`src/ctsa_pkg.sv`:
```
// Shared types, constants and helpers for the cell type map unit.
// No dependencies.
`timescale 1ns / 1ps
`default_nettype none

package ctsa_pkg;

  localparam int AXIS_BITS   = 5;
  localparam int SLOT_COUNT  = 1024;
  localparam int HANDLE_BITS = 16;

  localparam int CELL_BITS  = 3 * AXIS_BITS;
  localparam int GRID_CELLS = 1 << CELL_BITS;
  localparam int SLOT_BITS  = $clog2(SLOT_COUNT);
  localparam int TBL_W      = 11;
  localparam int CODE_W     = 11;
  localparam int TYPE_W     = 4;
  localparam int CNT_W      = 16;
  localparam int SIZE_W     = 6;
  localparam int CFG_AW     = 4;
  localparam int CFG_DW     = 32;

  localparam logic signed [CODE_W-1:0] CODE_SOLID = -11'sd1;
  localparam logic signed [CODE_W-1:0] CODE_FLUID = -11'sd2;
  localparam logic signed [CODE_W-1:0] CODE_CF    = -11'sd3;
  localparam logic signed [CODE_W-1:0] CODE_FC    = -11'sd4;
  localparam logic signed [CODE_W-1:0] CODE_UNDEF = -11'sd5;

  typedef enum logic [1:0] {
    OP_QUERY  = 2'd0,
    OP_ATTACH = 2'd1,
    OP_SET    = 2'd2
  } op_t;

  typedef enum logic [1:0] {
    ST_OK    = 2'd0,
    ST_RANGE = 2'd1,
    ST_FULL  = 2'd2
  } status_t;

  typedef enum logic [1:0] {
    REG_SIZE_X = 2'd0,
    REG_SIZE_Y = 2'd1,
    REG_SIZE_Z = 2'd2
  } reg_idx_t;

  typedef enum logic [2:0] {
    CLS_SOLID,
    CLS_FLUID,
    CLS_IFACE,
    CLS_SLOT,
    CLS_UNDEF
  } cls_t;

  // class counter update for one committed cell write
  typedef struct packed {
    logic en;
    cls_t old_cls;
    cls_t new_cls;
  } cnt_upd_t;

  typedef struct packed {
    logic [CNT_W-1:0] solid;
    logic [CNT_W-1:0] plain;
    logic [CNT_W-1:0] iface;
    logic [CNT_W-1:0] slot;
    logic [CNT_W-1:0] undef;
  } cnt_set_t;

  function automatic cls_t code_class(input logic signed [CODE_W-1:0] code);
    cls_t c;
    if (!code[CODE_W-1]) c = CLS_SLOT;
    else if (code == CODE_SOLID) c = CLS_SOLID;
    else if (code == CODE_FLUID) c = CLS_FLUID;
    else if (code inside {CODE_CF, CODE_FC}) c = CLS_IFACE;
    else c = CLS_UNDEF;
    return c;
  endfunction

endpackage

`default_nettype wire

```
`src/ctsa_stats.sv`:
```
// Running per-class cell counters.
// Depends on ctsa_pkg.
`timescale 1ns / 1ps
`default_nettype none

module ctsa_stats
  import ctsa_pkg::*;
(
  input  wire logic     clk,
  input  wire logic     rst_n,
  input  wire cnt_upd_t upd,
  output cnt_set_t      cnt_nxt
);

  cnt_set_t cnt_r;

  function automatic logic [CNT_W-1:0] bump(input logic [CNT_W-1:0] c,
                                            input logic inc, input logic dec);
    return CNT_W'(c + {{(CNT_W-1){1'b0}}, inc} - {{(CNT_W-1){1'b0}}, dec});
  endfunction

  always_comb begin
    cnt_nxt = cnt_r;
    if (upd.en) begin
      cnt_nxt.solid = bump(cnt_r.solid, upd.new_cls == CLS_SOLID, upd.old_cls == CLS_SOLID);
      cnt_nxt.plain = bump(cnt_r.plain, upd.new_cls == CLS_FLUID, upd.old_cls == CLS_FLUID);
      cnt_nxt.iface = bump(cnt_r.iface, upd.new_cls == CLS_IFACE, upd.old_cls == CLS_IFACE);
      cnt_nxt.slot  = bump(cnt_r.slot,  upd.new_cls == CLS_SLOT,  upd.old_cls == CLS_SLOT);
      cnt_nxt.undef = bump(cnt_r.undef, upd.new_cls == CLS_UNDEF, upd.old_cls == CLS_UNDEF);
    end
  end

  always_ff @(posedge clk) begin
    if (!rst_n) begin
      cnt_r       <= '0;
      cnt_r.undef <= CNT_W'(GRID_CELLS);
    end else begin
      cnt_r <= cnt_nxt;
    end
  end

endmodule

`default_nettype wire

```
`config.mk`:
```
export PLATFORM = sky130hd
export DESIGN_NAME = ctsa_stats
export DESIGN_NICKNAME = d
export VERILOG_FILES = /design/src/ctsa_pkg.sv /design/src/ctsa_stats.sv
export SDC_FILE = /design/constraint.sdc
export NUM_CORES = 1
export LEC_CHECK = 0
export ABC_AREA = 1
export BUFFER_PORTS_ARGS = -buffer_cell sky130_fd_sc_hd__buf_2
export CORE_MARGIN = 3
export CORE_UTILIZATION = 25
export DETAILED_ROUTE_END_ITERATION = 10
export HOLD_SLACK_MARGIN = 0.05
export SYNTH_ARGS = -nofsm -noshare
export SYNTH_HDL_FRONTEND = slang
export SYNTH_SLANG_ARGS = --single-unit
```
`constraint.sdc`:
```
create_clock -name clk -period 5.8 [get_ports clk]
set_input_delay 0 -clock clk [delete_from_list [all_inputs] [get_ports clk]]
set_output_delay 0 -clock clk [all_outputs]
set_load 0.02 [all_outputs]
```
# == Yosys cells after proc, flatten, opt, wreduce, memory -nomap -nowiden ==
# Index checks and enable logic that the tools add are counted.
# totals
inputBits,9
out_inout_bits,80
elab_cells,26
register_bits,80
# op_classes
mux,1
eq_ne,8
n_addsub,10
reduce_logical,2
# op_table
operator,count
16-bit by 1-bit adder with 16-bit output,5
80-bit 2-to-1 mux,1
16-bit by 1-bit subtractor with 16-bit output,5
"3-bit by 2-bit equality test with 1-bit output, second input constant",4
"3-bit by 1-bit equality test with 1-bit output, second input constant",2
"3-bit equality test, second input constant",2
3-bit zero test,2

# == Depth between registers and ports, before layout ==
# Gate-level depths: netlist of run 1.
# depth
depth_word,4
ltp_mapped,18
ltp_nobuf,18

# == Worst setup path after synthesis of run 1 ==
# Ideal clock, no wire load.
# synth_path
kind,input to register
from,input port upd[2] (netlist name)
to,register cnt_r[65] (netlist name)
required_time_ns,5.738
path_buffers,0
path_stages,9
t_arrival_ns,1.849
setup_ns,0.062
setup_slack_ns,3.889
path_cell_list,inv_1 > nand3_1 > ha_1 > inv_1 > ha_1 > inv_1 > fa_1 > o21ai_0 > and2_1
# synth_lines
element,line,rtl
from (decl),ctsa_stats.sv:11,"input wire cnt_upd_t upd,"
to (signal assigned),ctsa_stats.sv:38,cnt_r <= cnt_nxt;
to (decl),ctsa_stats.sv:15,cnt_set_t cnt_r;

==> summary.md, run 1 <==
| Metric | Value |
|---|---|
| Achievable Freq | `426 MHz` |
| Tmin final | `2.35 ns` |
| Max reg flops | `80` |
| Static Leak | `0.00535 uW` |
| Die H | `184 microns` |
| Slowest Stage Delay on Critical Path | `0.38 ns` |
| Number of synthesized flops with an enable pin | `0` |
| Root buffer cell | `clkbuf_16` |
| Area leader, netlist | `nand2_1` |
| Seq/Total Area, Yosys | `between 20% and 30%` |
| Sink Count | `80` |
| Fraction of registers with async set/reset | `0%` |
| YS warnings | `0` |
| Synthesized Nets | `1465` |
| RSZ-0062 raised after global routing | `no` |
| Switching power | `2430 uW` |
| Relative slew slack | `46.7%` |
| Synth cell types | `30` |
| Placeable core region | `0.0309 sq mm` |
| Mapped Area | `0.00791 sq mm` |
| Hpwl dp | `16.1 mm` |
| Clk slew on worst S/H paths | `0.06 ns` |
| Setup Total Neg Slack | `0 ns` |
| Sw Share | `between 50 and 60%` |
| WL final | `20.7 mm` |
| First-pass GRT wire length | `35.3 mm` |
| I/O Buffers | `88` |
| Worst vdd ir | `0.224 mV` |
| Layout Area Growth over Synthesis | `14.6%` |
| Fill cell count | `3512` |
| Iter 0 DRT Violations | `358` |
| Syn_area_per_cell | `5.77 sq um` |
| Max Cap Violations | `0` |
| NumNets Final | `1543` |
| Final std cells w/o fill | `1850` |
| Layout cells sized above 1 | `between 10% and 20%` |
| Hold WC Path Type | `in2reg` |
| Vias after detailed routing | `~7800` |
| Setup WS pre-CTS | `3.43 ns` |
| GPL Wtd Cong | `0.886` |
| Synth cell count leaders | `457 x nand2_1, 305 x inv_1, 94 x nand3_1, 83 x nor2_1` |
| Final Power | `about 4600 uW` |
| Post-synth top area share | `21.7%` |
| CP dominant cell by count | `nand2_1` |
| Ports | `89` |
| Top post-synthesis cells by area | `nand2_1 22%, dfxtp_1 20%, inv_1 14%, ha_1 13%, nand3_1 5.9%` |
| Final setup violating endpoints | `0` |
| Total GRT Usage | `12.7%` |
| Worst Tran Pin Value | `0.800 ns` |
| Antenna Cells | `0` |
| H-tree depth | `3` |
| Congestion Overflow GR | `0` |
| Routed vias/inst | `4.22` |
| Final Cycle Share | `40.5%` |
| Initial antenna violation count | `3` |
| WL met3 | `700 microns` |
| Crit path required time | `~5.8 ns` |
| Slowest CP cell | `fa_1` |
| Final WS setup | `3.45 ns` |
| Row Count | `64` |
| DRC Markers | `0` |
| Max Used Layer | `met5` |
| Placed cells | `1833` |
| Largest registers | `cnt_r (80)` |
| Cts bufs inserted | `9` |
| Critical Path Fanout Max | `4` |
| Critical path arrival | `2.35 ns` |
| CP endpoint kind | `output port` |
| CTS tree | `done` |
| Final hold vios | `0` |
| CTS Buffer Depth | `2` |
| Clk Latency, worst-skew pair | `0.36 ns` |
| Largest reg by FF count | `cnt_r` |
| Area of the die | `0.0338 sq mm` |
| Comb pwr share | `69.9%` |
| Drt pass-1 iters | `4` |
| Slew Limit Fails | `0` |
| Pwr dens | `approximately 510 mW/mm^2` |
| Antenna Nets Post-Route | `0` |
| CP Cell Sequence | `ha_1 > inv_1 > fa_1 > inv_1 > nand3_1 > nand2_1 > nand2_1 > nand2_2 > nand2_1 > nand3_1 > nand3_1 > nand2_1 > inv_1 > buf_2` |
| Per-cell routed wire length | `roughly 11 microns` |
| Synth Flop Type | `dfxtp_1` |
| Internal power | `about 2200 uW` |
| Starting density of the core | `about 26%` |
| Critical path type | `reg2out` |
| Met2 routed WL | `around 9.2 mm` |
| Clock power frac | `13.5%` |
| Synth Register Bits | `80` |
| Vias in the first global route | `between 7000 and 8000` |
| Wire length on met1 | `10.4 mm` |
| Flop pwr share | `16.7%` |
| Outcome | `complete, no violations` |
| Die width | `between 150 and 200 microns` |
| Largest net degree at the start of global routing | `61` |
| CP Launch Type | `register` |
| Clock Skew | `0.00891 ns` |
| Top-count cell post-synth | `nand2_1` |
| Post-Synthesis Cells | `1371` |
==> placed cells by master (no fill, tap or decap), types with 11 or more instances in the layout <==
master and instances:
a21oi_1 71, and2_1 11, buf_2 87, dfxtp_1 80, ha_1 80, inv_1 304
inv_2 20, nand2_1 457, nand2_2 19, nand3_1 94, nor2_1 83, nor3_1 11
o21ai_0 27, o21ai_1 14, xnor2_1 26
==> layout make-up <==
cell class	instances	area [sq um]	area share, %
Inverter	324	1220	13.4
Clock buffer	13	260	2.87
Tap cell	396	495	5.46
Clock inverter	3	40.0	0.441
Sequential cell	80	1600	17.7
Multi-Input combinational cell	942	4980	54.9
Timing Repair Buffer	92	475	5.24
==> cells by family (layout without fill, tap and decap cells) <==
logic type,count (synthesis),in the layout,synth area share [%]
AND/OR/NAND/NOR,707,707,37.8
buffers and inverters,349,432,16.8
AO/OA/AOI/OAI,120,120,7.96
adder cells (fa/ha/maj),85,85,13.9
flip-flops,80,80,20.2
XOR/XNOR,30,30,3.32
==> final timing paths <==
| path | slack [ns] | start | to | cells after the start |
|---|---|---|---|---|
| hold / removal | 0.19 | upd[6] | cnt_r[0] | 3 |
| setup reg to reg | 3.83 | cnt_r[48] | cnt_r[62] | 13 |
| hold reg to reg | 0.49 | cnt_r[32] | cnt_r[32] | 2 |
| setup / recovery | 3.45 | cnt_r[48] | cnt_nxt[62] | 14 |
==> metal layers <==
metal | track usage (%) | up-vias
li1 | - | 4292
met1 | 16.8 | 3385
met2 | 21.1 | 96
met3 | 2.43 | 22
met4 | 3.63 | 6
met5 | 0 | -
==> power groups by stage <==
stage / Sequential (uW) / Combinational [uW] / Clock [uW]
finish: 765 / 3210 / 620
global placement: 777 / 3200 / 0
global route: 784 / 3720 / 668
CTS: 767 / 3240 / 650
detailed placement: 778 / 3220 / 0
floorplan: 753 / 2530 / 0
==> timing repair <==
| item | 4_1_cts | 5_1_grt |
|---|---|---|
| buffers inserted | 0 | 0 |
| endpoints found under the hold margin | 6 | 0 |
| hold buffers | 1 | 0 |
| setup endpoints to repair | 0 | 0 |
| resized for setup | 0 | 0 |
==> critical path, delay by kind of cell (launching register included) <==
kind,cells,cell delay [ns]
flops,1,0.34
buf+inv,4,0.34
fa+ha+maj,2,0.55
simple gates,8,0.77
==> metrics by stage <==
stage	utilization, %	hold slack, ns	cell area, sq um
global route	29.3	0.212	9070
floorplan	-	0.0848	7910
detailed placement	28.3	0.337	8760
global placement	28.3	0.330	8760
CTS	29.3	0.167	9070
finish	29.3	0.186	9070
Note: power is estimated with default switching activity, not from simulation.
==> run 2: changes to the inputs <==
Clock period 5.8 ns to 2.37 ns, I/O delays scaled along.
==> summary.md, run 2 (synthesis gave the netlist of run 1 again) <==
| Metric | Value |
|---|---|
| NumNets Final | `1552` |
| Hpwl dp | `16.4 mm` |
| Vias in the first global route | `7633` |
| Die H | `184 microns` |
| Per-cell routed wire length | `11.3 microns` |
| GPL Wtd Cong | `0.904` |
| CP endpoint kind | `output port` |
| Wire length on met1 | `approximately 11 mm` |
| Pwr dens | `1220 mW/mm^2` |
| Clk Latency, worst-skew pair | `0.35 ns` |
| Placeable core region | `0.0309 sq mm` |
| Layout Area Growth over Synthesis | `18.7%` |
| Slowest Stage Delay on Critical Path | `0.37 ns` |
| Outcome | `complete, no violations` |
| Worst Tran Pin Value | `0.784 ns` |
| Crit path max-delay family | `simple AND/OR/NAND/NOR gates` |
| Worst vdd ir | `0.655 mV` |
| CP dominant cell by count | `nand2_2` |
| H-tree depth | `3` |
| Met2 routed WL | `approximately 9.4 mm` |
| Die width | `184 microns` |
| Clk slew on worst S/H paths | `0.07 ns` |
| Relative slew slack | `47.6%` |
| CP Launch Type | `register` |
| Sink Count | `80` |
| WL met3 | `672 microns` |
| Critical path arrival | `2.23 ns` |
| Crit path buf inv count | `4` |
| Largest registers | `cnt_r (80)` |
| Setup Total Neg Slack | `0 ns` |
| Max Used Layer | `met5` |
| Critical path type | `reg2out` |
| Max Cap Violations | `0` |
| Area of the die | `0.0338 sq mm` |
| I/O Buffers | `88` |
| Commonest non-fill, non-tap cell in the layout | `nand2_1` |
| Max reg flops | `80` |
| Slowest CP cell | `fa_1` |
| Static Leak | `0.00542 uW` |
| Largest net degree at the start of global routing | `93` |
| DRC Markers | `0` |
| Critical Path Fanout Max | `4` |
| Clock Skew | `0.00797 ns` |
| Total GRT Usage | `12.6%` |
| CTS Buffer Depth | `2` |
| Starting density of the core | `between 20% and 30%` |
| Ports | `89` |
| Antenna Nets Post-Route | `0` |
| Most frequent cells in the layout | `441 x nand2_1, 294 x inv_1, 87 x nand3_1` |
| Layout cells sized above 1 | `roughly 17%` |
| Hold WC Path Type | `in2reg` |
| Tmin final | `2.23 ns` |
| Final hold vios | `0` |
| Crit path required time | `2.37 ns` |
| Final Cycle Share | `94.1%` |
| Slew Limit Fails | `0` |
| CP Cell Sequence | `ha_2 > inv_1 > fa_1 > inv_2 > nand3_1 > nand2_2 > nand2_1 > nand2_2 > nand2_2 > nand3_2 > nand3_2 > nand2_2 > inv_1 > buf_4` |
| Achievable Freq | `448 MHz` |
| Congestion Overflow GR | `0` |
| Largest reg by FF count | `cnt_r` |
| Vias after detailed routing | `7933` |
| Drt pass-1 iters | `4` |
| Row Count | `64` |
| RSZ-0062 raised after global routing | `yes` |
| Iter 0 DRT Violations | `350` |
| Initial antenna violation count | `3` |
| First-pass GRT wire length | `35.3 mm` |
| WL final | `21.0 mm` |
| Core Util, Final | `about 30%` |
| Routed vias/inst | `4.27` |
| Root buffer cell | `clkbuf_16` |
| Final setup violating endpoints | `0` |
| Antenna Cells | `0` |
| CTS tree | `done` |
| Cts bufs inserted | `9` |
==> run 2: cell types whose count changed in the layout (fill, tap and decap cells not counted), moves of 8 or more <==
cell / delta
buf_4: +13
nand2_1: -16
inv_2: +10
ha_1: -8
inv_1: -10
nand2_2: +16
dfxtp_1: -11
dfxtp_2: +11
buf_2: -9
==> run 2: routing by layer <==
layer	track usage, %	vias to the layer above
li1	-	4331
met1	16.8	3477
met2	21.0	95
met3	2.47	24
met4	3.33	6
met5	0	-
==> run 2: area by class of cell <==
class,count,area (sq um)
inverter,324,1220
sequential,80,1620
multi-input combinational,942,5170
clock buffer,11,243
timing repair buffer,101,619
tap,396,495
fill,3532,21500
clock inverter,5,32.5
==> run 2: tightest hold or removal path: cells and delay by family <==
| kind | cells | cell delay (ns) |
|---|---|---|
| compound gates | 1 | 0.06 |
| simple gates | 1 | 0.15 |
| buf+inv | 2 | 0.30 |
==> run 2: worst paths after layout <==
| check | end | cells after the start | slack (ns) | start |
|---|---|---|---|---|
| setup / recovery | cnt_nxt[30] | 14 | 0.14 | cnt_r[16] |
| hold / removal | cnt_r[72] | 4 | 0.21 | upd[6] |
| setup reg to reg | cnt_r[78] | 15 | 0.45 | cnt_r[64] |
| hold reg to reg | cnt_r[48] | 2 | 0.49 | cnt_r[48] |
==> run 2: repair_timing <==
action	CTS	global route
cloned	0	0
hold endpoints to repair	1	0
pin swaps	0	16
buffers inserted	0	4
gates resized for setup	2	79
hold buffers	1	0
setup endpoints to repair	3	40
==> run 2: through the flow <==
step                area, sq um  setup WS, ns  std cells  total power, uW  hold WS (ns)
floorplan                  7910         0.459       1371             8030        0.0848
detailed placement         8850        0.0113       1838             9840         0.418
global route               9390       -0.0610       1859            12800         0.232
CTS                        9140        0.0143       1855            11300         0.202
global placement           8850        0.0256       1838             9750         0.401
finish                     9390         0.140       1859            11400         0.207
==> run 2: where the power goes <==
group	switching (uW)	leakage, uW	internal (uW)	total [uW]
Clock	642	0.000128	737	1380
Sequential	225	0.000667	1660	1880
Combinational	5230	0.00463	2920	8160
