$ cat src/ctsa_ram.sv
// Generic single-write, single-read RAM with registered read data.
// No dependencies.
`timescale 1ns / 1ps
`default_nettype none

module ctsa_ram #(
  parameter int WIDTH = 8,
  parameter int DEPTH = 16
) (
  input  wire logic                     clk,
  input  wire logic                     we,
  input  wire logic [$clog2(DEPTH)-1:0] waddr,
  input  wire logic [WIDTH-1:0]         wdata,
  input  wire logic                     re,
  input  wire logic [$clog2(DEPTH)-1:0] raddr,
  output logic      [WIDTH-1:0]         rdata
);

  logic [WIDTH-1:0] mem [DEPTH];
  logic [WIDTH-1:0] rdata_r;

  always_ff @(posedge clk) begin
    if (we) begin
      mem[waddr] <= wdata;
    end
    if (re) begin
      rdata_r <= mem[raddr];
    end
  end

  assign rdata = rdata_r;

endmodule

`default_nettype wire

$ cat config.mk
export PLATFORM = sky130hd
export DESIGN_NAME = ctsa_ram
export DESIGN_NICKNAME = d
export VERILOG_FILES = /design/src/ctsa_ram.sv
export SDC_FILE = /design/constraint.sdc
export NUM_CORES = 1
export LEC_CHECK = 0
export ABC_AREA = 1
export BUFFER_PORTS_ARGS = -buffer_cell sky130_fd_sc_hd__buf_4
export CORE_MARGIN = 2
export CORE_UTILIZATION = 50
export DETAILED_ROUTE_END_ITERATION = 8
export PLACE_DENSITY = 0.72
export SYNTH_ARGS = -nofsm -noshare
export SYNTH_HDL_FRONTEND = slang
export SYNTH_SLANG_ARGS = --single-unit
$ cat constraint.sdc
create_clock -name clk -period 2.45 [get_ports clk]
set_clock_uncertainty 0.15 [all_clocks]
set_input_delay 0.245 -clock clk [delete_from_list [all_inputs] [get_ports clk]]
set_output_delay 0.245 -clock clk [all_outputs]
set_load 0.005 [all_outputs]
# Yosys cells after proc, flatten, opt, wreduce, memory -nomap -nowiden
# Memories as Yosys holds them, arrays and structs flattened. A register that Yosys moved wholly into a read port is not among the register bits.
# Cells that the tools add are included.
[word_totals]
register_bits = 0
latchBits = 0
mem_bits_rw = 128
rom_bits = 0
input_bits = 19
output_inout_bits = 8
word_cells = 3
n_memories = 1
[classes]
add_sub_neg = 0
mul = 0
n_div = 0
magnitude_cmp = 0
n_eq_ne = 0
n_shift = 0
n_mux = 2
bitwise = 0
n_reduce_logical = 0
[mem_list]
columns = ["name", "words", "word_bits", "read_ports", "rd_ports_with_merged_regs", "write_ports", "line_no", "source"]
rows = [
  ["mem", 16, 8, 1, 1, 1, "19", "logic [WIDTH-1:0] mem [DEPTH];"],
]
[ops]
columns = ["operator", "n"]
rows = [
  ["$mux 1", 2],
]

# Depth between registers and ports, before layout
# Gate-level depths: netlist of the first run.
[depth]
word_depth = 2
depth_mapped = 8
ltp_nobuf = 7

# Worst setup path after synthesis of the first run
# Ideal clock, no wire load.
[synth_path]
path_kind = "input port to flip-flop"
startpoint = "input port waddr[2]"
endpoint = "memory mem[10][0], enable pin"
setup_ns = 0.370
arrival_ns = 0.826
required_time_ns = 1.930
setup_slack_ns = 1.104
path_stages = 2
path_buffers = 0
cell_sequence = "nand3b_1 nor2_1"
[synth_lines]
columns = ["item", "line_no", "source"]
rows = [
  ["from (decl)", "12", "input wire logic [$clog2(DEPTH)-1:0] waddr,"],
  ["to (decl)", "19", ""],
]
# Straight into the memory's write port.

==> metrics.md, run 1 <==
| Metric | Value |
|---|---|
| Outcome | completed |
| Clock buffer depth | 2 |
| Power Density | 809 nW/µm² |
| Worst path required time | 2.46 ns |
| Post-place setup slack | 0.542 ns |
| Startpoint types | input pin |
| Routed Antenna Nets | 0 |
| TritonCTS Buffers | 17 |
| Crit path time final | 1.53 ns |
| Iter 0 DRT Violations | 442 |
| Reg clk slew, reported paths | 0.06 ns |
| Fmax | 0.654 GHz |
| Area of the multi-input gates | 1210 µm² |
| HP Class | input pin to flop |
| Synth-to-Final Area Change | 15.3% |
| Sequential Area | 4080 µm² |
| Synthesized Nets | 570 |
| Fin crit share | 0.624 |
| Crit end category | flop |
| #FFs+latches synth | 136 |
| Pleak | 2.88 nW |
| Worst R2R Path Depth | 6 |
| Die height | 112 µm |
| CP Class | input pin to flop |
| Die X | 112 µm |
| Commonest non-fill, non-tap cell in the layout | nand2_1 |
| Arrival @ worst endpoint | 1.54 ns |
| Gr usage total | 0.218 |
| Cts repair resizes | 0 |
| Final WL | 13,000 µm |
| Row cnt | 39 |
| Initial antenna violation count | 0 |
| HPWL after DPL | 8000 µm |
| Root Driver | clkbuf_16 |
| Finished Core Util | 0.590 |
| Final Cell Area | 6740 µm² |
| I/O pin cnt | 27 |
| TritonCTS clock tree | yes |
| Largest net degree at the start of global routing | 55 |
| Gpl congestion | 0.906 |
| Starting Density | 0.512 |
| DRC violation count after routing | 0 |
| Vias in the first global route | 3,723 |
| Avg Inst Size Synth | 10.6 µm² |
| VDD IR max | 490 µV |
| Ys Warns | 0 |
| Synth unique cells | 11 |
| Worst slew margin | 0.461 |
| Total power | 5.45 mW |
| Most frequent cells in the layout | 173 x nand2_1, 136 x edfxtp_1, 100 x inv_1, 97 x nand3_1, 36 x buf_4 |
| Std-Cell Core Area | 11,400 µm² |
| Setup slack, reg-to-reg | 1.09 ns |
| Cell Area, Placed | 6150 µm² |
| Remaining global-route overflow | 0 |
| Total negative setup slack | 0 ns |
| Max-cap violations | 0 |
| Layout fillers | 950 |
| Layout cells sized above 1 | 0.113 |
| # diodes | 0 |
| PnR worst setup slack | 0.921 ns |
| Sequential fraction of the synthesis area | 0.698 |
| Number of port buffers | 26 |
| Final nets | 603 |
| Final setup violation count | 0 |
| CTS sink cnt | 136 |
| Clock Latency Late Sink | 0.41 ns |
| RSZ-0062 raised after global routing | no |
| Vias | 3,848 |
| Die footprint | 12,600 µm² |
| Final Hold Fails | 0 |
| Hold Crit Depth | 1 |
| Routed vias/inst | 5.22 |
| WL/cell | 17.6 µm |
| Synthesized instance count | 551 |
| Worst-path fanout max | 54 |
| H-tree depth | 4 |
| Worst-margin pin slew | 0.806 ns |
| Pre-antenna DRT Iters | 5 |
| Global-route wire length before repair | 20,400 µm |
| Final Max Tran Viols | 0 |
| Cell Area, Synth | 5850 µm² |
-- worst max-delay path, stage by stage --
cell,delay [ns]
buf_4,0.15
buf_4,0.51
nand2_1,0.11
nand3_1,0.10
nand3_1,0.15
nand3_1,0.19
nand2_1,0.06
-- metal layers --
layer / track usage / up-vias / part of all wire
met3: 0.0594 / 30 / 0.070
met4: 0.0959 / 0 / 0.027
met5: 0 / - / 0
met1: 0.307 / 1809 / 0.43
li1: - / 1846 / -
met2: 0.322 / 163 / 0.47
-- kinds of logic after synthesis --
kind of cell,count (synthesis),share of synthesized area
AND/OR/NAND/NOR,289,0.208
flip-flops,136,0.698
buffers and inverters,126,0.0939
-- synth_stat cells --
cell type,instances,area (µm²)
nand2_1,173,649
edfxtp_1,136,4080
inv_1,100,375
nand3_1,97,485
nor2_1,17,63.8
buf_2,13,65.1
buf_6,6,67.6
buf_4,4,30.0
inv_2,2,7.51
nand3b_1,2,15.0
buf_1,1,3.75
-- area by class of cell --
type                    instances  area share
flip-flops and latches        136       0.606
multi-input cells             289       0.180
clock buffers                  17      0.0631
inverters                     102      0.0568
repair buffers                 38      0.0445
well taps                     143      0.0265
clock inverters                12      0.0232
-- where the power goes --
group,internal [mW],total [mW],switching (mW)
sequential,2.62,2.64,0.0182
combinational,0.101,0.319,0.218
clock,1.58,2.49,0.917
total,4.30,5.45,1.15
-- registers in the layout, indices dropped and copies added, names as in the netlist --
name,flops
rdata,8
mem,128
-- metrics by stage --
stage               hold slack (ns)  std cells
finish                       0.0215        737
global route                 0.0275        737
CTS                         0.00938        737
detailed placement            0.407        707
global placement              0.405        707
floorplan                     0.194        551
-- worst paths after layout --
path | from | end
setup / recovery | raddr[0] | rdata[2]
hold / removal | wdata[7] | mem[3][7]
setup reg to reg | mem[11][2] | rdata[2]
hold reg to reg | mem[12][1] | rdata[1]
-- repair_timing --
item,4_1_cts,5_1_grt
setup buffers,0,0
hold endpoints to repair,8,0
hold buffers,1,0
Power figures use the tool's default switching activity.
==> run 2, diff against run 1 <==
Clock period 2.45 ns to 1.5 ns, I/O delays scaled along.
==> run 2 against run 1 <==
Sequential cell count unchanged. Non-clock buffer count increased by 21. Critical path depth decreased by 1. Total power increased by 67%. Count of clock-buffer cells in the layout unchanged. Sequential power increased by 63%. Register-to-register slack got worse by 0.91 ns.
==> metrics.md, run 2 (synthesis results as in run 1) <==
| Metric | Value |
|---|---|
| Outcome | completed |
| Largest stage delay on the critical path | 0.36 ns |
| Starting Density | 0.512 |
| Gpl congestion | 0.833 |
| P_int | 7.24 mW |
| Clock share of power | 0.465 |
| Synth-to-Final Area Change | 19.5% |
| Die X | 112 µm |
| CP max-delay cell | edfxtp_1 |
| Layout cells sized above 1 | 0.133 |
| Critical path, cell by cell | inv_1, nand2_1, nand3_1, nand3_1, nand3_1, nand2_1 |
| Crit end category | flop |
| Fmax | 0.757 GHz |
| Number of port buffers | 26 |
| P_sw | 1.88 mW |
| HP Class | input pin to flop |
| Comb pwr share | 0.063 |
| Crit path time final | 1.32 ns |
| Clock buffer depth | 2 |
| CTS sink cnt | 136 |
| Row cnt | 39 |
| Setup slack, reg-to-reg | 0.18 ns |
| Die height | 112 µm |
| Global-route wire length before repair | 20,500 µm |
| # diodes | 0 |
| Switching part of the total | 0.207 |
| Final setup violation count | 0 |
| Routed Antenna Nets | 0 |
| Origin of the worst setup path | mem[7][1] |
| Total negative setup slack | 0 ns |
| Max FFs per register | 128 |
| I/O pin cnt | 27 |
| Commonest non-fill, non-tap cell in the layout | nand2_1 |
| Remaining global-route overflow | 0 |
| HPWL after DPL | 8000 µm |
| TritonCTS Buffers | 17 |
| Pre-antenna DRT Iters | 5 |
| Vias in the first global route | 3,945 |
| Reg clk slew, reported paths | 0.06 ns |
| Startpoint types | flop |
| CP most frequent cell | nand3_1 |
| Final Hold Fails | 0 |
| Final WL | 12,900 µm |
| TritonCTS clock tree | yes |
| Worst path bufs/invs | 1 |
| Fin crit share | 0.881 |
| Root Driver | clkbuf_16 |
| Max-cap violations | 0 |
| Hold Path Origin | raddr[2] |
| Iter 0 DRT Violations | 386 |
| Clock Latency Late Sink | 0.41 ns |
| DRC violation count after routing | 0 |
| VDD IR max | 718 µV |
| CP top delay family | simple AND/OR/NAND/NOR gates |
| Final Max Tran Viols | 0 |
| Worst slew margin | 0.590 |
| Vias | 3,954 |
| Power Density | 1310 nW/µm² |
| Worst-margin pin slew | 0.614 ns |
| Hold WS | 0.104 ns |
| RSZ-0062 raised after global routing | no |
| Setup Fix Bufs, Post-CTS | 0 |
| Most frequent cells in the layout | 173 x nand2_1, 136 x edfxtp_1, 100 x inv_1, 97 x nand3_1, 45 x buf_4 |
| Die footprint | 12,600 µm² |
| Final nets | 624 |
| H-tree depth | 4 |
| Routed vias/inst | 5.20 |
| Finished Core Util | 0.612 |
| Worst-path fanout max | 1 |
| Pleak | 3.03 nW |
| Largest Register | mem |
| Gr usage total | 0.218 |
| Reg2reg start | mem[7][1] |
| Std-Cell Core Area | 11,400 µm² |
| Initial antenna violation count | 0 |
| CP Class | flop to flop |
| Reg power frac | 0.472 |
| Layout fillers | 903 |
| Worst path required time | 1.52 ns |
| WL/cell | 17.0 µm |
| Arrival @ worst endpoint | 1.34 ns |
| Largest net degree at the start of global routing | 33 |
==> run 2: path summary, 6_finish.rpt <==
| kind | cells past startpoint | endpoint |
|---|---|---|
| min | 4 | rdata[2] |
| max | 6 | rdata[1] |
| min reg2reg | 6 | rdata[0] |
| max reg2reg | 6 | rdata[1] |
==> run 2: repair_timing <==
item / CTS / global route
resized for setup: 0 / 0
setup endpoints to repair: 0 / 0
hold buffers: 10 / 0
hold endpoints to repair: 142 / 0
==> run 2: worst reg2reg max path, cell delays in order, from the launching register on <==
cell,delay (ns)
edfxtp_1,0.36
inv_1,0.07
nand2_1,0.06
nand3_1,0.08
nand3_1,0.14
nand3_1,0.17
nand2_1,0.06
==> run 2: final cells by class <==
cell class,instances,area (µm²),share of cell area
multi-input cells,289,1210,0.174
inverters,102,383,0.0548
repair buffers,59,518,0.0742
flip-flops and latches,136,4080,0.585
well taps,143,179,0.0256
clock inverters,14,183,0.0262
clock buffers,17,425,0.0609
==> run 2: power groups by stage <==
stage / Combinational, mW / Clock, mW / Sequential, mW
after floorplan: 0.300 / 0 / 4.38
after global placement: 0.533 / 0 / 4.38
after detailed placement: 0.548 / 0 / 4.39
after CTS: 0.575 / 4.29 / 4.31
after global routing: 0.630 / 4.47 / 4.31
final: 0.571 / 4.24 / 4.31
==> run 2: layer usage <==
metal	track usage	up-vias	part of all wire
met5	0	-	0
met4	0.0935	0	0.025
met3	0.0481	24	0.070
met2	0.363	167	0.51
met1	0.276	1878	0.40
li1	-	1885	-
==> run 2: stage by stage <==
stage	cell area (µm²)	setup WS, ns	std cells	total power [mW]
final	6990	0.178	760	9.12
after global routing	6990	0.0944	760	9.41
after CTS	6990	0.180	760	9.18
after detailed placement	6280	-0.0556	719	4.93
after global placement	6280	-0.0333	719	4.92
after floorplan	5850	0.249	551	4.68
==> run 3, diff against run 2 <==
Settings changed: ABC_AREA 1 to 0, ABC_CLOCK_PERIOD_IN_PS from default to 1260.
Clock period 1.5 ns to 1.26 ns, I/O delays scaled along.
==> run 3 against run 2 <==
The run now ends with negative setup slack left. Worst hold slack lost 0.071 ns. Largest cell class unchanged. Register-to-register slack lost 0.54 ns. Maximum frequency shrank 18%. Clock power grew 26%. Setup slack lost 0.54 ns. Global-route usage shrank 1.9 points. Core utilization grew 3.4 points. Synthesized cell count shrank 58%. Die area shrank 10%.
==> metrics.md, run 3 <==
| Metric | Value |
|---|---|
| Total power | 11.1 mW |
| Main flop type after synthesis | edfxtp_1 |
| Largest net degree at the start of global routing | 20 |
| Synthesized instance count | 229 |
| Worst path bufs/invs | 0 |
| Reg clk slew, reported paths | 0.06 ns |
| CP max-delay cell | mux4_2 |
| Fin cells | 451 |
| Die height | 106 µm |
| Multiplexer share of the synthesized area | 0.148 |
| Pre-antenna DRT Iters | 4 |
| Adder-Cell Fraction of Synth Area | 0 |
| Cell Area, Placed | 5830 µm² |
| H-tree depth | 4 |
| Std-Cell Core Area | 10,200 µm² |
| Setup Fix Bufs, Post-CTS | 0 |
| Worst-path fanout max | 1 |
| Post-synth top area share | 0.781 |
| Initial antenna violation count | 0 |
| Worst slew margin | 0.491 |
| TritonCTS Buffers | 17 |
| CTS sink cnt | 136 |
| Routed Antenna Nets | 0 |
| Clock buffer depth | 2 |
| Die X | 106 µm |
| Sequential fraction of the synthesis area | 0.781 |
| Synth unique cells | 18 |
| Final Cell Area | 6600 µm² |
| Vias | 2,552 |
| Final setup violation count | 16 |
| Synth-to-Final Area Change | 26.3% |
| Fmax | 0.618 GHz |
| Ys async rst share | 0 |
| Largest family of logic cells by synthesized area | multiplexers |
| RSZ-0062 raised after global routing | yes |
| Global-route wire length before repair | 15,500 µm |
| I/O pin cnt | 27 |
| # diodes | 0 |
| Number of port buffers | 26 |
| Row cnt | 37 |
| Hold Path Origin | waddr[1] |
| WL/cell | 22.6 µm |
| HPWL after DPL | 6290 µm |
| Max-cap violations | 0 |
| Synth area leader | edfxtp_1 |
| Vias in the first global route | 2,740 |
| #FFs+latches synth | 136 |
| Worst path required time | 1.37 ns |
| Die footprint | 11,300 µm² |
| Compound-gate portion of the synthesized area | 0.0230 |
| Finished Core Util | 0.645 |
| Cell Area, Synth | 5230 µm² |
| Gpl congestion | 0.768 |
| Top post-synthesis cells by count | 136 x edfxtp_1, 18 x mux4_2, 16 x a22oi_1 |
| PnR worst setup slack | -0.359 ns |
| Ys Warns | 0 |
| Routed vias/inst | 5.66 |
| Fin crit share | 1.29 |
| Layout fillers | 661 |
| TritonCTS clock tree | yes |
| Crit end category | flop |
| Layout cells sized above 1 | 0.403 |
| HP Class | input pin to flop |
| Failing checks | negative setup slack |
| Starting Density | 0.511 |
| DRC violation count after routing | 0 |
| Pleak | 2.22 nW |
| Crit path time final | 1.62 ns |
| Reg2reg start | mem[2][5] |
| Max FFs per register | 128 |
| Final WL | 10,200 µm |
| Top cells by area, synth | edfxtp_1 78%, mux4_2 7.8%, mux4_1 7.0% |
| Iter 0 DRT Violations | 189 |
| Most frequent cells in the layout | 136 x edfxtp_1, 43 x buf_4, 31 x mux4_2, 16 x clkbuf_16, 13 x a22oi_1 |
| Largest Register | mem |
| Post-synth EDFFs | 136 |
| Outcome | finished with violations |
| Startpoint types | flop |
| Origin of the worst setup path | mem[2][5] |
| CP Class | flop to flop |
| Commonest non-fill, non-tap cell in the layout | edfxtp_1 |
| Final Hold Fails | 0 |
| Placed cell count | 411 |
| Avg Inst Size Synth | 22.8 µm² |
| Arrival @ worst endpoint | 1.73 ns |
| Largest stage delay on the critical path | 0.49 ns |
| Synth Area in XOR/XNOR | 0 |
| Worst-margin pin slew | 0.760 ns |
| Gr usage total | 0.198 |
| CP top delay family | multiplexers |
| VDD IR max | 979 µV |
| Final Max Tran Viols | 0 |
| Root Driver | clkbuf_8 |
| Clock Latency Late Sink | 0.52 ns |
| Remaining global-route overflow | 0 |
| Final nets | 322 |
| Power Density | 1680 nW/µm² |
| Critical path, cell by cell | mux4_2, a22oi_2, nand2_1 |
| Synthesized Nets | 248 |
| Post-Synth Simple-Gate Area | 0.0314 |
| Count leader, synth | edfxtp_1 |
## run 3: logic make-up after synthesis
| kind of cell | count (synthesis) |
|---|---|
| AOI/OAI and AO/OA | 16 |
| DFF | 136 |
| and+or+nand+nor | 35 |
| buffers and inverters | 10 |
| muxes | 32 |
## run 3: through the flow
step	setup TNS, ns	hold slack, ns	setup WS (ns)
2_1_floorplan	-2.93	0.0749	-0.216
3_3_place_gp	-19.60	0.284	-0.495
3_5_place_dp	-21.11	0.288	-0.504
4_1_cts	-3.28	0.0216	-0.359
5_1_grt	-3.60	0.0395	-0.379
6_report	-3.05	0.0337	-0.359
## run 3: cell type report
cell class	count	area [µm²]	area share
Tap cell	136	170	0.0258
Multi-Input combinational cell	83	1070	0.163
Clock inverter	13	228	0.0345
Sequential cell	136	4080	0.618
Timing Repair Buffer	65	629	0.0953
Clock buffer	18	418	0.0633
## run 3: path summary, 6_finish.rpt
| path | cells past startpoint | slack (ns) | end |
|---|---|---|---|
| setup / recovery | 3 | -0.36 | rdata[5] |
| hold reg to reg | 3 | 0.60 | rdata[3] |
| setup reg to reg | 3 | -0.36 | rdata[5] |
| hold / removal | 4 | 0.03 | mem[0][4] |
## run 3: worst reg2reg max path, stage by stage (launching register included)
cell and delay [ns]:
edfxtp_1 0.41, mux4_2 0.49, a22oi_2 0.21, nand2_1 0.10
## run 3: layer usage
layer  GRT usage  wire [µm]
met1       0.258       4140
met2       0.322       5310
met3      0.0417        536
met4      0.0968        197
met5           0          0
## run 3: report_power, final
group | leakage (nW) | switching (mW) | internal, mW
registers | 1.24 | 0.0361 | 5.10
clock network | 0.301 | 1.76 | 3.59
logic | 0.682 | 0.284 | 0.298
total | 2.22 | 2.08 | 8.99
## run 3: repair_timing
item | 4_1_cts | 5_1_grt
hold endpoints to repair | 136 | 0
setup endpoints to repair | 16 | 16
hold buffers | 9 | 0
gates resized for setup | 6 | 2
