==> src/ctsa_pkg.sv <==
// Shared types, constants and helpers for the cell type map unit.
// No dependencies.
`timescale 1ns / 1ps
`default_nettype none

package ctsa_pkg;

  localparam int AXIS_BITS   = 5;
  localparam int SLOT_COUNT  = 1024;
  localparam int HANDLE_BITS = 16;

  localparam int CELL_BITS  = 3 * AXIS_BITS;
  localparam int GRID_CELLS = 1 << CELL_BITS;
  localparam int SLOT_BITS  = $clog2(SLOT_COUNT);
  localparam int TBL_W      = 11;
  localparam int CODE_W     = 11;
  localparam int TYPE_W     = 4;
  localparam int CNT_W      = 16;
  localparam int SIZE_W     = 6;
  localparam int CFG_AW     = 4;
  localparam int CFG_DW     = 32;

  localparam logic signed [CODE_W-1:0] CODE_SOLID = -11'sd1;
  localparam logic signed [CODE_W-1:0] CODE_FLUID = -11'sd2;
  localparam logic signed [CODE_W-1:0] CODE_CF    = -11'sd3;
  localparam logic signed [CODE_W-1:0] CODE_FC    = -11'sd4;
  localparam logic signed [CODE_W-1:0] CODE_UNDEF = -11'sd5;

  typedef enum logic [1:0] {
    OP_QUERY  = 2'd0,
    OP_ATTACH = 2'd1,
    OP_SET    = 2'd2
  } op_t;

  typedef enum logic [1:0] {
    ST_OK    = 2'd0,
    ST_RANGE = 2'd1,
    ST_FULL  = 2'd2
  } status_t;

  typedef enum logic [1:0] {
    REG_SIZE_X = 2'd0,
    REG_SIZE_Y = 2'd1,
    REG_SIZE_Z = 2'd2
  } reg_idx_t;

  typedef enum logic [2:0] {
    CLS_SOLID,
    CLS_FLUID,
    CLS_IFACE,
    CLS_SLOT,
    CLS_UNDEF
  } cls_t;

  // class counter update for one committed cell write
  typedef struct packed {
    logic en;
    cls_t old_cls;
    cls_t new_cls;
  } cnt_upd_t;

  typedef struct packed {
    logic [CNT_W-1:0] solid;
    logic [CNT_W-1:0] plain;
    logic [CNT_W-1:0] iface;
    logic [CNT_W-1:0] slot;
    logic [CNT_W-1:0] undef;
  } cnt_set_t;

  function automatic cls_t code_class(input logic signed [CODE_W-1:0] code);
    cls_t c;
    if (!code[CODE_W-1]) c = CLS_SLOT;
    else if (code == CODE_SOLID) c = CLS_SOLID;
    else if (code == CODE_FLUID) c = CLS_FLUID;
    else if (code inside {CODE_CF, CODE_FC}) c = CLS_IFACE;
    else c = CLS_UNDEF;
    return c;
  endfunction

endpackage

`default_nettype wire

==> src/ctsa_cfg.sv <==
// Grid size registers behind the APB-style port.
// Depends on ctsa_pkg.
`timescale 1ns / 1ps
`default_nettype none

module ctsa_cfg
  import ctsa_pkg::*;
(
  input  wire logic              clk,
  input  wire logic              rst_n,
  input  wire logic              psel,
  input  wire logic              penable,
  input  wire logic              pwrite,
  input  wire logic [CFG_AW-1:0] paddr,
  input  wire logic [CFG_DW-1:0] pwdata,
  output logic      [CFG_DW-1:0] prdata,
  output logic                   pready,
  output logic      [SIZE_W-1:0] size_x,
  output logic      [SIZE_W-1:0] size_y,
  output logic      [SIZE_W-1:0] size_z
);

  localparam logic [SIZE_W-1:0] AXIS_MAX = SIZE_W'(1 << AXIS_BITS);

  logic [SIZE_W-1:0] size_x_r, size_y_r, size_z_r;
  logic [SIZE_W-1:0] wval;
  logic              wr;
  reg_idx_t          idx;

  assign idx    = reg_idx_t'(paddr[CFG_AW-1:2]);
  assign wr     = psel && penable && pwrite && pready;
  // only the low six bits of pwdata count; values above the grid edge act as the edge
  assign wval   = (pwdata[SIZE_W-1:0] > AXIS_MAX) ? AXIS_MAX : pwdata[SIZE_W-1:0];
  assign pready = 1'b1;

  always_ff @(posedge clk) begin
    if (!rst_n) begin
      size_x_r <= AXIS_MAX;
      size_y_r <= AXIS_MAX;
      size_z_r <= AXIS_MAX;
    end else if (wr) begin
      case (idx)
        REG_SIZE_X: size_x_r <= wval;
        REG_SIZE_Y: size_y_r <= wval;
        REG_SIZE_Z: size_z_r <= wval;
        default: ;
      endcase
    end
  end

  always_comb begin
    case (idx)
      REG_SIZE_X: prdata = CFG_DW'(size_x_r);
      REG_SIZE_Y: prdata = CFG_DW'(size_y_r);
      REG_SIZE_Z: prdata = CFG_DW'(size_z_r);
      default:    prdata = '0;
    endcase
  end

  assign size_x = size_x_r;
  assign size_y = size_y_r;
  assign size_z = size_z_r;

endmodule

`default_nettype wire

==> config.mk <==
export PLATFORM = sky130hd
export DESIGN_NAME = ctsa_cfg
export DESIGN_NICKNAME = d
export VERILOG_FILES = /design/src/ctsa_pkg.sv /design/src/ctsa_cfg.sv
export SDC_FILE = /design/constraint.sdc
export NUM_CORES = 1
export LEC_CHECK = 0
export ABC_CLOCK_PERIOD_IN_PS = 1900
export BUFFER_PORTS_ARGS = -buffer_cell sky130_fd_sc_hd__buf_2
export CAP_MARGIN = 30
export CORE_MARGIN = 2
export CORE_UTILIZATION = 40
export CTS_BUF_LIST = sky130_fd_sc_hd__clkbuf_16
export CTS_CLUSTER_SIZE = 12
export DETAILED_ROUTE_END_ITERATION = 8
export MAX_ROUTING_LAYER = met4
export PLACE_DENSITY_LB_ADDON = 0.2
export SETUP_SLACK_MARGIN = 0.1
export SLEW_MARGIN = 10
export SYNTH_ARGS = -nofsm -noshare
export SYNTH_HDL_FRONTEND = slang
export SYNTH_SLANG_ARGS = --single-unit
==> constraint.sdc <==
create_clock -name clk -period 1.9 [get_ports clk]
set_input_delay 0.38 -clock clk [delete_from_list [all_inputs] [get_ports clk]]
set_output_delay 0.38 -clock clk [all_outputs]
set_load 0.01 [all_outputs]
Word-level counts from Yosys, hierarchy flattened
Cells that the tools add are included.
W data, S select, Z words.
- equal/unequal tests: 2
- $lt $le $gt $ge: 1
- muxes and demuxes: 2
- reductions and logical operators: 6
- operator list (cell ; count):
    $pmux W6 S3 ; 1
    $gt A6 B6 Y1 const B ; 1
    $mux W6 ; 1
    $reduce_and A2 Y1 ; 3
    $eq A2 B1 Y1 const B ; 1
    $eq A2 B2 Y1 const B ; 1
    $logic_and A1 B1 Y1 ; 2
    $logic_not A2 Y1 ; 1
- logic and storage cells: 14
- bits of input ports: 41
- bits in registers: 18
- output and inout bits: 51

Longest topological paths before layout
Gate-level depths: netlist (run 1).
- depth after elaboration: 3
- mapped depth: 5
- mapped depth without buffers: 3

Least setup slack after synthesis (run 1)
Ideal clock, no wire load.
- path type: input to output
- from: in paddr[2]
- to: out prdata[5]
- required time: 1520 ps
- arrival: 976 ps
- buffers on the path: 2
- stages on the path: 5
- setup slack: 544 ps
- cells stage by stage: buf_4 nor2b_1 buf_2 nand2_1 o21ai_0
- longest elaborated chain between the ends: 2
- elaborated cells between the ends (all ways): 4
- those cells by class: eq/ne (2); mux (1); reduce/logical (1)
- ends and longest elaborated chain (element ; line ; RTL):
    start, declared ; ctsa_cfg.sv:14 ; input wire logic [CFG_AW-1:0] paddr,
    $eq A2 B2 Y1 (tied with other cells) ; ctsa_cfg.sv:52 ; case (idx)
    $pmux W6 S3 * ; ctsa_cfg.sv:52 ;
    end, declared ; ctsa_cfg.sv:16 ; output logic [CFG_DW-1:0] prdata,
Mark *: on every way between the ends. The rest lies on a longest branch, timed or not.

Worst setup path in the final report (run 1)
- from: in paddr[3]
- to: out prdata[1]
The elaborated chain is that of the path after synthesis.

==> results of run 1 <==
-- metal layers --
metal,GRT usage (%),vias to the layer above,wire length (um),part of all wire (%)
li1,-,406,-,-
met1,16.6,367,911,45
met2,20.1,48,914,45
met3,3.04,5,176,8.6
met4,7.32,0,40,2.0
met5,-,-,0,0
-- cell families (layout without fill, tap and decap cells) --
| kind of cell | Yosys count | after routing | synth area share [%] |
|---|---|---|---|
| compound gates | 6 | 6 | 2.84 |
| buf+inv | 33 | 43 | 22.2 |
| flops | 18 | 18 | 34.1 |
| mux | 24 | 24 | 22.7 |
| other cells | 2 | 27 | 0.710 |
| simple gates | 35 | 35 | 17.4 |
-- synthesized netlist by cell type --
| master | n |
|---|---|
| buf_2 | 2 |
| buf_4 | 29 |
| clkbuf_1 | 2 |
| conb_1 | 2 |
| dfxtp_1 | 18 |
| mux2i_1 | 24 |
| nand2_1 | 21 |
| nand3_1 | 1 |
| nand3b_1 | 5 |
| nand4_2 | 1 |
| nor2b_1 | 5 |
| nor3_2 | 1 |
| o21ai_0 | 6 |
| or3b_1 | 1 |
-- power by group --
| part | switching [mW] | leakage, nW | internal (mW) |
|---|---|---|---|
| clock network | 0.138 | 0.0385 | 0.280 |
| registers | 0.00212 | 0.145 | 0.381 |
| logic | 0.0612 | 0.482 | 0.0287 |
-- cell type report --
cell class,count,area (um^2),area share (%)
clock buffers,3,75.1,6.08
multi-input cells,92,556,45.0
clock inverters,1,3.75,0.304
flip-flops and latches,18,360,29.2
well taps,30,37.5,3.04
repair buffers,39,203,16.4
-- worst max-delay path: stages --
cell	delay, ns
buf_2	0.19
nor2b_1	0.21
buf_4	0.16
nand2_1	0.05
o21ai_0	0.07
buf_2	0.16
-- through the flow --
stage          util [%]  power (mW)
2_1_floorplan         -       0.494
3_3_place_gp       46.2       0.480
3_5_place_dp       46.2       0.481
4_1_cts            49.4       0.902
5_1_grt            49.4       0.932
6_report           49.4       0.891
-- state kept, by name (all words and copies together), names as in the netlist --
register and cells:
size_x 6, size_y 6, size_z 6
-- worst paths after layout --
check	endpoint	slack [ns]	cells past startpoint
worst max-delay path	prdata[1]	0.30	6
worst min-delay path	size_z[3]$_SDFFE_PN0P_	0.46	3
worst max register to register	size_y[1]$_SDFFE_PN0P_	1.28	2
worst min register to register	size_x[2]$_SDFFE_PN0P_	0.47	2
==> qor.txt, run 1 <==
Root Buffer: clkbuf_16
Die Area: 0.00307 mm^2
Syn Area/Cell: 8.96 um^2
Count of final hold-check violations: 0
Hold path start: pwdata[3]
Global-route wire length before repair: 3170 um
Final setup skew: 0 ns
Synthesis Warnings: 0
Crit path arrival time: 1.22 ns
Critical path origin: paddr[3]
Pleak: 0.666 nW
Synth Cell Area: 0.00106 mm^2
Placed Area: 0.00116 mm^2
Diode count: 0
Post-DR wirelength/cell: 11.2 um
NumNets Final: 195
Quantity of I/O buffers inserted on ports: 36
Leading cell types in the layout, fill and taps excluded: buf_2 (36), conb_1 (27), mux2i_1 (24), nand2_1 (21), dfxtp_1 (18)
MaxCap Viol Count: 0
Setup Buffers After CTS: 0
GPL Wtd Cong: 0.694
Core region area: 0.00250 mm^2
Critical Path RT: 1.52 ns
Clock slew seen by the registers of the worst setup and hold paths: 0.05 ns
Die Y-Extent: 55.4 um
Final Cell Area: 0.00123 mm^2
Pre-CTS WS: 0.304 ns
Number of global-route vias before repair: 699
Max frequency: 626 MHz
Vias post-DR: 826
Critical path launch point type: input port
H-tree levels: 1
HP Class: input port to flop
Num rows: 18
Fraction of layout cells with a size suffix above 1: 28.8%
Final WL: 2040 um
DRT iter0 DRCs: 11
RSZ-0062 raised after global routing: false
PD cells: 721 mW/mm^2
Synth Register Bits: 18
Pins Over Slew Limit: 0
WHS: 0.465 ns
TNS Setup: 0 ns
Hold bufs inserted after CTS: 0
Peak supply drop: 0.535 mV
Clock Tree Buf Depth: 2
Tcrit/Tclk final: 84.1%
Clk sink count: 18
# placed instances: 179
Final worst path period need: 1.60 ns
Remaining DRCs: 0
Post-cts gate resize count: 0
Fill cells: 262
Global Route Usage Sum: 13.4%
Crit path kind: input port to output port
Worst-Skew Late Latency: 0.25 ns
TritonCTS clock tree: done
Initial antenna violation count: 0
Routed vias/inst: 4.51
Grt ovf: 0
Setup violators final: 0
Die width: 55.4 um
Post-route ant nets: 0
Share of the synthesized area in the top cell type: 34.1%
Drt pass-1 iters: 4
Synth area leader: dfxtp_1
Largest cells by area after synthesis: dfxtp_1 (34%), mux2i_1 (23%), buf_4 (21%)
Initial core utilization: 42.3%
Pin count of the biggest net entering global routing: 25
Non-filler cells, final: 183
Ports: 92
CP endpoint kind: output port
Synth-to-Final Area Change: 16.8%
Outcome: completed
Final HPWL DP: 1520 um
Sequential share of the synthesized area: 34.1%
Setup ws final: 0.303 ns
Cell variety after synth: 14
Worst Path Max Fanout: 9
Commonest non-fill, non-tap cell in the layout: buf_2
Synth Instances: 118
Total CTS buffers: 3
Worst r2r src: size_y[1]$_SDFFE_PN0P_
Note: power is estimated with default switching activity, not from simulation.
==> run 2: changes to the inputs <==
Settings changed: ABC_CLOCK_PERIOD_IN_PS 1900 to 1600, CORE_UTILIZATION 40 to 37.
Clock period 1.9 ns to 1.6 ns, I/O delays scaled along.
==> run 2 against run 1 <==
Against the previous run:
- worst setup slack got worse by 0.13 ns
- clock-buffer cell count did not move
- via count rose by 0.97%
- power rose by 19%
- hold slack got worse by 0.067 ns
- critical path depth fell by 1
- sequential share of layout area fell by 0.61 points
- sequential power rose by 19%
==> qor.txt, run 2 (synthesis results as in run 1) <==
Outcome: completed
Die width: 57.5 um
Max frequency: 701 MHz
Global-route wire length before repair: 3490 um
Worst Hold Depth: 3
Root Buffer: clkbuf_16
WL met1: 948 um
Clock slew seen by the registers of the worst setup and hold paths: 0.05 ns
H-tree levels: 1
Die Y-Extent: 57.5 um
Setup ws final: 0.174 ns
Final worst path period need: 1.43 ns
WHS: 0.398 ns
Setup violators final: 0
Commonest non-fill, non-tap cell in the layout: buf_2
R2r endpoint: size_z[5]$_SDFFE_PN1P_
Worst r2r src: size_z[5]$_SDFFE_PN1P_
Number of global-route vias before repair: 745
Diode count: 0
DRT iter0 DRCs: 25
Met2 routed WL: 952 um
Num rows: 19
Global Route Usage Sum: 14.3%
Hold path start: pwdata[4]
NumNets Final: 198
Final HPWL DP: 1650 um
Remaining DRCs: 0
Hold EP: size_z[4]$_SDFFE_PN0P_
CP endpoint kind: output port
Setup Buffers After CTS: 0
Metal3 WL: 200 um
MaxCap Viol Count: 0
Pleak: 0.681 nW
Total CTS buffers: 3
PD cells: 841 mW/mm^2
Final core utilization: 46.1%
Clk sink count: 18
Leading cell types in the layout, fill and taps excluded: buf_2 (35), conb_1 (27), mux2i_1 (24), nand2_1 (21), dfxtp_1 (18)
Critical Path RT: 1.28 ns
Final WL: 2140 um
Grt ovf: 0
GPL Wtd Cong: 0.737
Final setup skew: 0 ns
Post-route ant nets: 0
TNS Setup: 0 ns
Pre-CTS WS: 0.166 ns
Initial antenna violation count: 0
Initial core utilization: 38.7%
Core region area: 0.00273 mm^2
Die Area: 0.00330 mm^2
Final Cell Area: 0.00126 mm^2
Fraction of layout cells with a size suffix above 1: 30.1%
TritonCTS clock tree: done
Critical path launch point type: input port
Crit path arrival time: 1.11 ns
Peak supply drop: 0.478 mV
Worst Path Max Fanout: 7
Placed Area: 0.00118 mm^2
Ports: 92
Hold bufs inserted after CTS: 0
Clock Tree Buf Depth: 2
Quantity of I/O buffers inserted on ports: 36
Crit path kind: input port to output port
Vias post-DR: 834
Routed vias/inst: 4.46
Top sig layer: met4
Synth-to-Final Area Change: 19.3%
Drt pass-1 iters: 4
Post-DR wirelength/cell: 11.4 um
Tcrit/Tclk final: 89.1%
Count of final hold-check violations: 0
Pins Over Slew Limit: 0
HP Class: input port to flop
R2R setup slack: 0.96 ns
Fill cells: 271
RSZ-0062 raised after global routing: false
Cells on worst reg2reg path: 2
Critical path origin: paddr[2]
Worst-Skew Late Latency: 0.25 ns
Pin count of the biggest net entering global routing: 25
[run 2: stage by stage]
stage	power [mW]	instances
2_1_floorplan	0.587	143
3_3_place_gp	0.575	183
3_5_place_dp	0.575	183
4_1_cts	1.07	187
5_1_grt	1.11	187
6_report	1.06	187
[run 2: critical path, cell delays in order]
cell and delay [ns]:
clkbuf_4 0.17, buf_4 0.17, mux2i_1 0.11, o21ai_0 0.17, buf_2 0.16
[run 2: repair_timing]
item | 4_1_cts | 5_1_grt
endpoints found under the hold margin | 0 | 0
endpoints found under the setup margin | 0 | 1
gates resized for setup | 0 | 1
[run 2: layout make-up]
class	instances	area (um^2)	area share, %
clock buffer	3	75.1	5.95
clock inverter	1	3.75	0.298
multi-input combinational	92	556	44.0
sequential	18	360	28.6
tap	31	38.8	3.08
timing repair buffer	42	228	18.1
[run 2: power by group]
| part | switching, mW | leakage (nW) | total (mW) | internal (mW) |
|---|---|---|---|---|
| registers | 0.00255 | 0.145 | 0.455 | 0.453 |
| clock network | 0.161 | 0.0385 | 0.493 | 0.332 |
| logic | 0.0747 | 0.498 | 0.113 | 0.0383 |
[run 2: how the worst max path moves through the flow]
stage | endpoint | slack [ns]
CTS | prdata[3] | 0.13
global route | prdata[3] | 0.13
floorplan | size_z[0]$_SDFFE_PN0P_ | 0.36
global placement | prdata[1] | 0.17
finish | prdata[3] | 0.17
detailed placement | size_y[1]$_SDFFE_PN0P_ | 0.17
[run 2: layer usage]
layer,up-vias,GRT usage (%)
met5,-,-
met3,5,4.31
met2,48,20.5
li1,416,-
met1,365,18.7
met4,0,5.98
==> run 3: changes to the inputs <==
Settings changed: PLACE_DENSITY set to 0.76, PLACE_DENSITY_LB_ADDON 0.2 to unset.
==> run 3 against run 2 <==
Against the previous run:
- sequential power is essentially flat
- hold slack better by 0.0082 ns
- core utilization fell by 0.14 points
- sequential share of layout area grew 0.085 points
- critical path type unchanged
- critical endpoint is now prdata[2]
- largest cell class unchanged
==> qor.txt, run 3 (synthesis results as in run 1) <==
Pins Over Slew Limit: 0
Crit path kind: input port to output port
Drt pass-1 iters: 5
Quantity of I/O buffers inserted on ports: 36
Commonest non-fill, non-tap cell in the layout: buf_2
PD cells: 838 mW/mm^2
Final core utilization: 46.0%
Worst-Skew Late Latency: 0.24 ns
Final Cell Area: 0.00126 mm^2
Final setup skew: 0 ns
Metal3 WL: 200 um
Die Y-Extent: 57.5 um
Setup Buffers After CTS: 0
Synth-to-Final Area Change: 18.9%
Global-route wire length before repair: 3320 um
Critical Path RT: 1.28 ns
Post-DR wirelength/cell: 11.4 um
Clk sink count: 18
HP Class: input port to flop
Leading cell types in the layout, fill and taps excluded: buf_2 (35), conb_1 (27), mux2i_1 (24), nand2_1 (21), dfxtp_1 (18)
Final worst path period need: 1.40 ns
Max frequency: 714 MHz
DRT iter0 DRCs: 10
Non-filler cells, final: 186
TritonCTS clock tree: done
Die width: 57.5 um
Placed Area: 0.00118 mm^2
R2R setup slack: 0.95 ns
Crit path arrival time: 1.08 ns
# placed instances: 183
Count of final hold-check violations: 0
Outcome: completed
Vias post-DR: 810
Post-route ant nets: 0
MaxCap Viol Count: 0
Global Route Usage Sum: 13.4%
Setup violators final: 0
Clock slew seen by the registers of the worst setup and hold paths: 0.05 ns
Pleak: 0.680 nW
Worst Path Max Fanout: 7
Fraction of layout cells with a size suffix above 1: 30.3%
Cells on worst reg2reg path: 2
Grt ovf: 0
Diode count: 0
Number of global-route vias before repair: 688
TNS Setup: 0 ns
Total CTS buffers: 3
Pin count of the biggest net entering global routing: 25
Initial antenna violation count: 0
Root Buffer: clkbuf_16
Routed vias/inst: 4.35
Peak supply drop: 0.506 mV
Remaining DRCs: 0
Worst Hold Depth: 3
Final HPWL DP: 1660 um
RSZ-0062 raised after global routing: false
NumNets Final: 198
Final WL: 2130 um
GPL Wtd Cong: 0.713
Top sig layer: met3
Critical path launch point type: input port
Ports: 92
WL met1: 966 um
Num rows: 19
H-tree levels: 1
Met2 routed WL: 963 um
CP endpoint kind: output port
Die Area: 0.00330 mm^2
Initial core utilization: 38.7%
Clock Tree Buf Depth: 2
Tcrit/Tclk final: 87.5%
Core region area: 0.00273 mm^2
run 3: changes by cell type in the layout (fill, tap and decap cells not counted), sizes merged:
cell,previous run,this run
clkinv,1,0
run 3: worst max-delay path, cell delays in order:
cell and delay, ns:
clkbuf_4 0.16, nor2b_1 0.15, buf_4 0.16, nand2_1 0.05, o21ai_0 0.07, buf_2 0.16
run 3: per-layer routing:
layer  vias to the layer above  global-route usage (%)
li1                        408                       -
met1                       356                    17.9
met2                        46                    19.8
met3                         0                    3.63
met4                         0                    3.99
met5                         -                       -
run 3: worst paths after layout:
path / from / endpoint
setup / recovery: paddr[2] / prdata[2]
hold / removal: pwdata[3] / size_y[3]$_SDFFE_PN0P_
setup reg to reg: size_z[5]$_SDFFE_PN1P_ / size_z[5]$_SDFFE_PN1P_
hold reg to reg: size_y[4]$_SDFFE_PN0P_ / size_y[4]$_SDFFE_PN0P_
run 3: what timing repair did:
| item | 4_1_cts | 5_1_grt |
|---|---|---|
| resized for setup | 0 | 2 |
| endpoints found under the setup margin | 0 | 1 |
| hold buffers | 0 | 0 |
run 3: layout make-up:
| cell class | count | area [um^2] |
|---|---|---|
| sequential | 18 | 360 |
| tap | 31 | 38.8 |
| fill | 294 | 1480 |
| multi-input combinational | 92 | 556 |
| clock buffer | 3 | 75.1 |
| timing repair buffer | 42 | 228 |
run 3: metrics by stage:
| step | hold slack [ns] | total power [mW] | setup slack [ns] |
|---|---|---|---|
| 3_3_place_gp | 0.460 | 0.574 | 0.187 |
| 6_report | 0.406 | 1.05 | 0.200 |
| 2_1_floorplan | 0.490 | 0.587 | 0.356 |
| 5_1_grt | 0.414 | 1.10 | 0.118 |
| 3_5_place_dp | 0.460 | 0.575 | 0.178 |
| 4_1_cts | 0.407 | 1.06 | 0.177 |
run 3: report_power, final:
part | switching, mW | leakage [nW] | internal [mW]
logic | 0.0739 | 0.498 | 0.0384
registers | 0.00270 | 0.145 | 0.453
clock network | 0.157 | 0.0370 | 0.328
total | 0.234 | 0.680 | 0.820
